==> config.mk <==
export PLATFORM = sky130hd
export DESIGN_NAME = palette_dac_write_sequencer
export DESIGN_NICKNAME = d
export VERILOG_FILES = /design/src/hdl/pdws_pkg.sv /design/src/hdl/palette_dac_write_sequencer.sv /design/src/hdl/pdws_seq.sv
export SDC_FILE = /design/constraint.sdc
export NUM_CORES = 1
export LEC_CHECK = 0
export BUFFER_PORTS_ARGS = -buffer_cell sky130_fd_sc_hd__buf_2
export CORE_ASPECT_RATIO = 1.25
export CORE_MARGIN = 2
export CORE_UTILIZATION = 30
export CTS_CLUSTER_DIAMETER = 60
export CTS_CLUSTER_SIZE = 25
export DETAILED_ROUTE_END_ITERATION = 7
export GPL_TIMING_DRIVEN = 0
export PLACE_DENSITY_LB_ADDON = 0.12
export SLEW_MARGIN = 0
export SYNTH_ARGS = -nofsm -noshare
export SYNTH_HDL_FRONTEND = slang
export SYNTH_SLANG_ARGS = --single-unit
==> constraint.sdc <==
create_clock -name clk -period 2.74 [get_ports clk]
set_input_delay 0.685 -clock clk [delete_from_list [all_inputs] [get_ports clk]]
set_output_delay 0.685 -clock clk [all_outputs]
set_load 0.02 [all_outputs]
==> src/hdl/pdws_pkg.sv <==
// Shared types and codes for the palette DAC write sequencer.
package pdws_pkg;

  typedef enum logic [0:0] {
    OP_INDEX = 1'b0,
    OP_DATA  = 1'b1
  } pdws_op_t;

  typedef enum logic [1:0] {
    COMP_RED   = 2'd0,
    COMP_GREEN = 2'd1,
    COMP_BLUE  = 2'd2
  } pdws_comp_t;

  typedef struct packed {
    pdws_op_t    op;
    logic        wr_access;
    logic [7:0]  value;
  } pdws_item_t;

  typedef struct packed {
    logic        stored;
    logic [7:0]  entry_index;
    pdws_comp_t  component;
    logic [7:0]  component_value;
    logic        palette_done;
  } pdws_res_t;

endpackage

==> src/hdl/palette_dac_write_sequencer.sv <==
// Top level of the palette DAC write sequencer with its stream handshake.
// Each bus access is one item and yields one result item. An accepted item passes through
// the input register, then the result register, and one item is accepted
// in every cycle while the result side keeps up; the pointer and counter update in a
// single pass that sets this rate. The palette store holds 3*ENTRIES bytes, is written
// once per data-port write and is never read back, so it needs no clearing after reset.
module palette_dac_write_sequencer import pdws_pkg::*; #(
  parameter int ENTRIES = 256
) (
  input  logic        clk,
  input  logic        rst_n,
  input  logic        in_tvalid,
  output logic        in_tready,
  input  logic [7:0]  in_tdata,   // value[7:0]
  input  logic [1:0]  in_tuser,   // op[0], wr_access[1]
  output logic        out_tvalid,
  input  logic        out_tready,
  output logic [15:0] out_tdata,  // entry_index[7:0], component_value[15:8]
  output logic [2:0]  out_tuser,  // stored[0], component[2:1]
  output logic        out_tlast   // palette_done
);

  logic       s1_valid_r;
  logic       s1_valid_nxt;
  pdws_item_t s1_item_r;
  pdws_item_t s1_item_nxt;
  logic       out_valid_r;
  logic       out_valid_nxt;
  pdws_res_t  out_res_r;
  pdws_res_t  out_res_nxt;
  pdws_res_t  seq_res;
  logic       out_free;
  logic       advance;

  assign out_free  = !out_valid_r || out_tready;
  assign advance   = s1_valid_r && out_free;
  assign in_tready = !s1_valid_r || advance;

  pdws_seq #(
    .ENTRIES (ENTRIES)
  ) u_seq (
    .clk   (clk),
    .rst_n (rst_n),
    .step  (advance),
    .item  (s1_item_r),
    .res   (seq_res)
  );

  always_comb begin
    s1_valid_nxt  = in_tready ? in_tvalid : s1_valid_r;
    out_valid_nxt = out_free ? s1_valid_r : out_valid_r;
    s1_item_nxt   = s1_item_r;
    if (in_tready && in_tvalid) begin
      s1_item_nxt.op        = pdws_op_t'(in_tuser[0]);
      s1_item_nxt.wr_access = in_tuser[1];
      s1_item_nxt.value     = in_tdata;
    end
    out_res_nxt = advance ? seq_res : out_res_r;
  end

  always_ff @(posedge clk) begin
    if (!rst_n) begin
      s1_valid_r  <= 1'b0;
      out_valid_r <= 1'b0;
    end else begin
      s1_valid_r  <= s1_valid_nxt;
      out_valid_r <= out_valid_nxt;
    end
  end

  always_ff @(posedge clk) begin
    s1_item_r <= s1_item_nxt;
    out_res_r <= out_res_nxt;
  end

  assign out_tvalid = out_valid_r;
  assign out_tdata  = {out_res_r.component_value, out_res_r.entry_index};
  assign out_tuser  = {out_res_r.component, out_res_r.stored};
  assign out_tlast  = out_res_r.palette_done;

  a_done_is_blue: assert property (@(posedge clk) disable iff (!rst_n)
    (out_valid_r && out_tlast) |-> (out_tuser[0] && out_tuser[2:1] == COMP_BLUE))
    else $error("palette complete flagged on a result that is not a blue store");

  a_done_wraps: assert property (@(posedge clk) disable iff (!rst_n)
    (out_valid_r && out_tlast) |-> (out_tdata[7:0] == 8'd0))
    else $error("pointer did not wrap to entry zero at palette end");

  a_idle_ready: assert property (@(posedge clk) disable iff (!rst_n)
    !out_valid_r |-> in_tready)
    else $error("input stalled while the result register is empty");

  a_no_store_no_value: assert property (@(posedge clk) disable iff (!rst_n)
    (out_valid_r && !out_tuser[0]) |-> (out_tdata[15:8] == 8'd0 && !out_tlast))
    else $error("component value or flag set on an access that stored nothing");

endmodule

==> src/hdl/pdws_seq.sv <==
// Entry pointer, component counter and palette store of the DAC write side.
module pdws_seq import pdws_pkg::*; #(
  parameter int ENTRIES = 256
) (
  input  logic       clk,
  input  logic       rst_n,
  input  logic       step,
  input  pdws_item_t item,
  output pdws_res_t  res
);

  localparam int PW = (ENTRIES > 1) ? $clog2(ENTRIES) : 1;
  localparam int AW = $clog2(ENTRIES * 3);

  logic [PW-1:0] ptr_r;
  logic [PW-1:0] ptr_nxt;
  pdws_comp_t    comp_r;
  pdws_comp_t    comp_nxt;
  pdws_comp_t    comp_cur;
  logic [7:0]    cval;
  logic          mem_we;
  logic [AW-1:0] mem_addr;
  logic [PW-1:0] mod_tbl [256];
  logic [7:0]    pal_mem [ENTRIES*3];

  for (genvar g = 0; g < 256; g++) begin : g_mod
    assign mod_tbl[g] = PW'(g % ENTRIES);
  end

  assign cval     = {item.value[5:0], 2'b00};
  assign mem_addr = AW'(ptr_r) * AW'(3) + AW'(comp_cur);

  always_comb begin
    case (comp_r)
      COMP_RED:   comp_cur = COMP_RED;
      COMP_GREEN: comp_cur = COMP_GREEN;
      default:    comp_cur = COMP_BLUE;
    endcase
  end

  always_comb begin
    ptr_nxt             = ptr_r;
    comp_nxt            = comp_r;
    mem_we              = 1'b0;
    res.stored          = 1'b0;
    res.component       = COMP_RED;
    res.component_value = 8'd0;
    res.palette_done    = 1'b0;
    if (item.wr_access) begin
      case (item.op)
        OP_INDEX: begin
          ptr_nxt  = mod_tbl[item.value];
          comp_nxt = COMP_RED;
        end
        OP_DATA: begin
          mem_we              = 1'b1;
          res.stored          = 1'b1;
          res.component       = comp_cur;
          res.component_value = cval;
          case (comp_cur)
            COMP_RED:   comp_nxt = COMP_GREEN;
            COMP_GREEN: comp_nxt = COMP_BLUE;
            default: begin
              comp_nxt = COMP_RED;
              if (ptr_r == PW'(ENTRIES - 1)) begin
                ptr_nxt          = '0;
                res.palette_done = 1'b1;
              end else begin
                ptr_nxt = ptr_r + PW'(1);
              end
            end
          endcase
        end
        default: begin
          ptr_nxt = ptr_r;
        end
      endcase
    end
    res.entry_index = 8'(ptr_nxt);
  end

  always_ff @(posedge clk) begin
    if (!rst_n) begin
      ptr_r  <= '0;
      comp_r <= COMP_RED;
    end else if (step) begin
      ptr_r  <= ptr_nxt;
      comp_r <= comp_nxt;
    end
  end

  always_ff @(posedge clk) begin
    if (step && mem_we) begin
      pal_mem[mem_addr] <= cval;
    end
  end

endmodule
==> flow_metrics.env, run 1 <==
export IMPL_cp_end_kind="flop"
export IMPL_cts_buffers=5
export IMPL_p_int_mw=0.900
export IMPL_hold_path_class="flop to flop"
export IMPL_initial_core_util_pct=31.0
export IMPL_cts_resized=0
export IMPL_critPathKind="flop to flop"
export IMPL_drive_gt1_share_pct=24.1
export IMPL_routedWlPerCell_um=15.4
export IMPL_die_y_um=90.7
export IMPL_dp_hpwl_mm=3.02
export IMPL_antenna_cells=0
export IMPL_core_sq_um=5820
export IMPL_path_clk_slew_ns=0.07
export IMPL_p_leak_nw=0.822
export IMPL_swShare_pct=24.4
export IMPL_grt_usage_pct=14.3
export IMPL_cts_max_path_buffers=2
export IMPL_yosysUniqueCellTypes=44
export IMPL_final_nets=226
export IMPL_synth_yosys_seq_area_share_pct=59.9
export IMPL_ys_seq_elements=40
export IMPL_placedCellCount=270
export IMPL_htree_levels=2
export IMPL_vias_per_cell=5.04
export IMPL_drc=0
export IMPL_report_final_slew_viol_count=0
export IMPL_ant_nets=0
export IMPL_hold_viol=0
export IMPL_overflow=0
export IMPL_holdWs_ns=0.491
export IMPL_crit_required_ns=2.79
export IMPL_synthAdderAreaFrac_pct=0.693
export IMPL_synth_compound_area_share_pct=14.5
export IMPL_finalCriticalPeriod_ns=1.92
export IMPL_fin_util_pct=37.0
export IMPL_fp_dieW_um=73.4
export IMPL_postSynthAreaPerCell_sq_um=10.7
export IMPL_powerDensity_nw_per_um2=553
export IMPL_synth_flop_cell="edfxtp_1"
export IMPL_crit_path_start_kind="flop"
export IMPL_drt_pass1_iter_count=4
export IMPL_p_seq_share_pct=58.2
export IMPL_drt_iter0_drc=109
export IMPL_finalSetupViolations=0
export IMPL_insertion_delay_ns=0.29
export IMPL_ys_warn_count=0
export IMPL_outcome="finished, final reports clean"
export IMPL_p_switching_mw=0.291
export IMPL_cp_arrival_ns=1.97
export IMPL_synthesis_area_sq_um=1800
export IMPL_synthCells=169
export IMPL_tightest_slew_ns=0.532
export IMPL_multi_input_area_sq_um=648
export IMPL_ir_drop_mv=0.238
export IMPL_wirelength_mm=4.28
export IMPL_clock_root_buffer="clkbuf_8"
export IMPL_synth_simple_gate_area_share_pct=19.6
export IMPL_drv_cap=0
export IMPL_cp_max_fo=8
export IMPL_grt_max_degree=15
export IMPL_gp_congestion=0.882
export IMPL_dpl_cell_area_sq_um=2070
export IMPL_ff_latch_area_sq_um=1080
export IMPL_io_buffers=33
export IMPL_max_freq_mhz=520
export IMPL_cts_sinks=40
export IMPL_clock_skew_ns=0.00409
export IMPL_grt_pass1_vias=1390
export IMPL_fillers=611
export IMPL_synth_top_family_by_area="simple AND/OR/NAND/NOR gates"
export IMPL_period_share_pct=70.2
export IMPL_design_portCount=36
export IMPL_setup_tns_ns=0
export IMPL_design_area_sq_um=2150
export IMPL_cts_tree="yes"
export IMPL_rows=31
export IMPL_synth_area_mux_share_pct=0.555
export IMPL_die_area_sq_um=6650
export IMPL_grt_pass1_wl_mm=7.07
export IMPL_rsz0062_at_grt="no"
export IMPL_postCtsHoldBufs=0
export IMPL_num_vias=1402
export IMPL_final_cells=278
export IMPL_post_cts_buffers=0
export IMPL_combPwrFrac_pct=10.7
export IMPL_pwr_share_clk_pct=31.1
export IMPL_synth_edff_count=28
export IMPL_maxSlewHeadroom_pct=64.5
export IMPL_antenna_found_initial=0
export IMPL_async_flop_share_pct=0
export IMPL_areaGrowthSynthToFinish_pct=19.3
export IMPL_synth_xor_xnor_area_share_pct=0
cells in the mapped netlist, types with 3 or more instances:
cell type	n	area share [%]
edfxtp_1	28	47
nand2_1	27	5.6
a21oi_1	13	3.6
dfxtp_1	12	13
nor2_1	10	2.1
o22ai_1	7	2.4
nand3_1	6	1.7
inv_1	5	1.0
nand4_1	4	1.4
a31oi_1	3	1.0
and3_1	3	1.0
buf_4	3	1.2
clkbuf_1	3	0.62
nand2b_1	3	1.0
o21a_1	3	1.2
o21ai_0	3	0.83
or3_1	3	1.0
cell families (layout without fill, tap and decap cells):
group | Yosys count | in the layout
adders and majority gates | 1 | 1
buffers and inverters | 16 | 58
muxes | 1 | 1
AOI/OAI and AO/OA | 40 | 40
and+or+nand+nor | 70 | 70
other | 1 | 2
DFF | 40 | 40
final timing paths:
path              slack (ns)       startpoint  cells past startpoint              end
setup / recovery        0.82   u_seq.ptr_r[1]                      5     out_tdata[0]
hold / removal          0.49  u_seq.comp_r[0]                      2  u_seq.comp_r[0]
setup reg to reg        0.82   u_seq.ptr_r[1]                      5     out_tdata[0]
hold reg to reg         0.49  u_seq.comp_r[0]                      2  u_seq.comp_r[0]
sequential cells by signal, indices dropped and copies added, names as in the netlist:
| signal | count |
|---|---|
| out_tuser | 3 |
| out_tvalid | 1 |
| s1_valid_r | 1 |
| u_seq.ptr_r | 8 |
| out_tdata | 14 |
| s1_item_r | 10 |
| out_tlast | 1 |
| u_seq.comp_r | 2 |
placed cells by master (no fill, tap or decap), types with 2 or more instances in the layout:
master	synthesis	final
conb_1	1	2
a22o_1	2	2
inv_1	5	5
buf_2	2	35
clkbuf_1	3	5
nand2_1	27	27
o21a_1	3	3
nand2b_1	3	3
nand3_1	6	6
a21boi_0	2	2
clkbuf_8	0	5
or3_1	3	3
edfxtp_1	28	28
nand4b_1	2	2
o2bb2ai_1	2	2
dfxtp_1	12	12
and3_1	3	3
o22ai_1	7	7
a31oi_1	3	3
nand4_1	4	4
clkinv_1	1	2
o21ai_0	3	3
and2_1	2	2
a21oi_1	13	13
buf_4	3	3
nor2_1	10	10
power by group through the flow:
stage / sequential (mW) / combinational [mW] / clock, mW
detailed placement: 0.708 / 0.129 / 0
global route: 0.697 / 0.142 / 0.422
global placement: 0.708 / 0.125 / 0
CTS: 0.694 / 0.129 / 0.389
floorplan: 0.723 / 0.0621 / 0
finish: 0.694 / 0.127 / 0.371
layout make-up:
cell class / count / area share (%)
Timing Repair Buffer: 34 / 8.37
Inverter: 7 / 1.22
Tap cell: 66 / 3.83
Buffer: 9 / 2.56
Clock buffer: 7 / 3.54
Clock inverter: 1 / 0.174
Multi-Input combinational cell: 114 / 30.1
Sequential cell: 40 / 50.2
critical path, cell delays in order (launching register included):
cell	delay, ns
dfxtp_1	0.49
ha_1	0.37
nand4_1	0.31
nor2_1	0.18
o32ai_1	0.12
a22o_1	0.21
layer usage:
layer / global-route usage, % / part of all wire (%)
met5: 0 / 0
met3: 2.68 / 5.0
met1: 18.5 / 44
met2: 23.0 / 49
met4: 6.21 / 1.6
metrics by stage:
step | setup slack (ns) | total power, mW
4_1_cts | 0.831 | 1.21
6_report | 0.815 | 1.19
2_1_floorplan | 0.784 | 0.785
5_1_grt | 0.706 | 1.26
3_5_place_dp | 0.840 | 0.837
3_3_place_gp | 0.100 | 0.833
(Power assumes the default switching activity.)
==> run 2: changes to the inputs <==
==> constraint.sdc (replaced) <==
create_clock -name clk -period 1.65 [get_ports clk]
set_input_delay 0.4125 -clock clk [delete_from_list [all_inputs] [get_ports clk]]
set_output_delay 0.4125 -clock clk [all_outputs]
set_load 0.02 [all_outputs]
==> run 2 against run 1 <==
Total power up 66%. Clock power is 68% higher. Cell count unchanged. Global-route usage fell by 0.92 points. Combinational power grew 62%. Clock-buffer cell count is the same. Register-to-register slack got worse by 0.72 ns. Via count increased by 1.6%. Sequential power is 66% higher. Sequential cell count unchanged. Maximum frequency up 24%. Design area grew 0.81%. Largest cell class unchanged. Largest power group unchanged. Highest routed layer unchanged.
==> flow_metrics.env, run 2 (synthesis results as in run 1) <==
export IMPL_drt_iter0_drc=124
export IMPL_fillers=588
export IMPL_drt_pass1_iter_count=4
export IMPL_critPathKind="flop to flop"
export IMPL_r2r_end="out_tdata[0]"
export IMPL_dp_hpwl_mm=2.94
export IMPL_final_common_cell="buf_2"
export IMPL_cp_max_fo=8
export IMPL_reg2reg_from="u_seq.ptr_r[1]"
export IMPL_cp_arrival_ns=1.72
export IMPL_cp_slowest_cell="dfxtp_4"
export IMPL_ir_drop_mv=0.423
export IMPL_hold_path_class="input pin to flop"
export IMPL_routedWlPerCell_um=15.0
export IMPL_p_leak_nw=0.829
export IMPL_crit_path_start_kind="flop"
export IMPL_rrSetupSlack_ns=0.1
export IMPL_hold_viol=0
export IMPL_grt_pass1_wl_mm=6.82
export IMPL_antenna_found_initial=0
export IMPL_cts_sinks=40
export IMPL_ff_latch_area_sq_um=1080
export IMPL_critical_path_top_delay_family="compound AO/OA/AOI/OAI gates"
export IMPL_multi_input_area_sq_um=666
export IMPL_drv_cap=0
export IMPL_cts_max_path_buffers=2
export IMPL_grt_max_degree=19
export IMPL_die_y_um=90.7
export IMPL_num_vias=1424
export IMPL_max_freq_mhz=644
export IMPL_grt_pass1_vias=1336
export IMPL_design_portCount=36
export IMPL_ant_nets=0
export IMPL_mostFrequentLayoutCells="buf_2, edfxtp_1, nand2_1"
export IMPL_vias_per_cell=5.12
export IMPL_cpPeakStageDelay_ns=0.38
export IMPL_initial_core_util_pct=31.0
export IMPL_clock_skew_ns=0.00783
export IMPL_insertion_delay_ns=0.29
export IMPL_rsz0062_at_grt="no"
export IMPL_fp_dieW_um=73.4
export IMPL_antenna_cells=0
export IMPL_core_sq_um=5820
export IMPL_period_share_pct=94.1
export IMPL_pre_cts_ws_ns=-0.270
export IMPL_clock_root_buffer="clkbuf_8"
export IMPL_largest_reg_flops=14
export IMPL_finalCriticalPeriod_ns=1.55
export IMPL_htree_levels=2
export IMPL_powerDensity_nw_per_um2=912
export IMPL_crit_buf_inv=1
export IMPL_io_buffers=33
export IMPL_tightest_slew_ns=0.535
export IMPL_maxSlewHeadroom_pct=64.3
export IMPL_outcome="finished, final reports clean"
export IMPL_crit_required_ns=1.82
export IMPL_cp_end_kind="flop"
export IMPL_hold_path_end="s1_item_r[2]"
export IMPL_drc=0
export IMPL_drive_gt1_share_pct=26.4
export IMPL_path_clk_slew_ns=0.08
export IMPL_rows=31
export IMPL_die_area_sq_um=6650
export IMPL_grt_usage_pct=13.4
export IMPL_worstPathCellList="ha_4, nand4_1, buf_4, nor2_1, o32ai_1, a22o_1"
export IMPL_report_final_slew_viol_count=0
export IMPL_gp_congestion=0.826
export IMPL_cts_buffers=5
export IMPL_wirelength_mm=4.17
export IMPL_finalSetupViolations=0
export IMPL_cts_tree="yes"
export IMPL_layout_setup_ws_ns=0.0975
export IMPL_total_power_mw=1.98
export IMPL_areaGrowthSynthToFinish_pct=20.3
export IMPL_overflow=0
export IMPL_final_nets=226
export IMPL_min_path_cells=1
export IMPL_fin_util_pct=37.3
export IMPL_min_from="in_tdata[2]"
export IMPL_reg2regPathDepth=6
[run 2: cell counts in the layout (fill, tap and decap cells not counted)]
No cell type changed its count.
[run 2: cell type report]
type / count / share of cell area, %
Clock buffer: 7 / 3.52
Multi-Input combinational cell: 114 / 30.7
Timing Repair Buffer: 34 / 7.95
Sequential cell: 40 / 50.0
Inverter: 7 / 1.21
Clock inverter: 1 / 0.173
Tap cell: 66 / 3.80
Buffer: 9 / 2.71
[run 2: routing by layer]
metal | vias to the layer above | GRT usage, % | share of wire, %
li1 | 701 | - | -
met5 | - | 0 | 0
met4 | 0 | 5.45 | 2.5
met1 | 664 | 17.2 | 44
met3 | 11 | 3.68 | 5.5
met2 | 48 | 21.0 | 48
[run 2: worst reg2reg max path, cell delays in order (launching register included)]
cell and delay (ns):
dfxtp_4 0.38, ha_4 0.20, nand4_1 0.09, buf_4 0.15
nor2_1 0.05, o32ai_1 0.37, a22o_1 0.19
[run 2: how the worst max path moves through the flow]
stage	from	end	slack (ns)	depth (start not counted)
after floorplan	u_seq.ptr_r[1]	out_tdata[0]	0.12	5
after global placement	u_seq.ptr_r[1]	out_tdata[3]	-0.28	5
after detailed placement	u_seq.ptr_r[1]	out_tdata[3]	-0.27	5
after CTS	s1_item_r[8]	out_tdata[7]	0.03	4
after global routing	u_seq.ptr_r[1]	out_tdata[0]	0.002	6
final	u_seq.ptr_r[1]	out_tdata[0]	0.1	6
[run 2: power breakdown]
group	internal [mW]	total [mW]	switching (mW)
sequential	1.13	1.15	0.0277
combinational	0.0736	0.206	0.132
clock	0.295	0.622	0.327
total	1.49	1.98	0.487
[run 2: stage by stage]
stage	hold WS, ns	cells	cell area [sq um]	TNS [ns]
2_1_floorplan	0.453	170	1810	0
3_3_place_gp	0.473	269	2060	-4.01
3_5_place_dp	0.476	269	2060	-4.68
4_1_cts	0.287	278	2170	0
5_1_grt	0.286	278	2170	0
6_report	0.297	278	2170	0
[run 2: repair_timing]
action                                 in CTS  in global routing
setup buffers                               1                  0
setup endpoints to repair                  28                  5
pin swaps                                   1                  0
gates resized for setup                     5                  5
endpoints found under the hold margin       0                  0
hold buffers                                0                  0
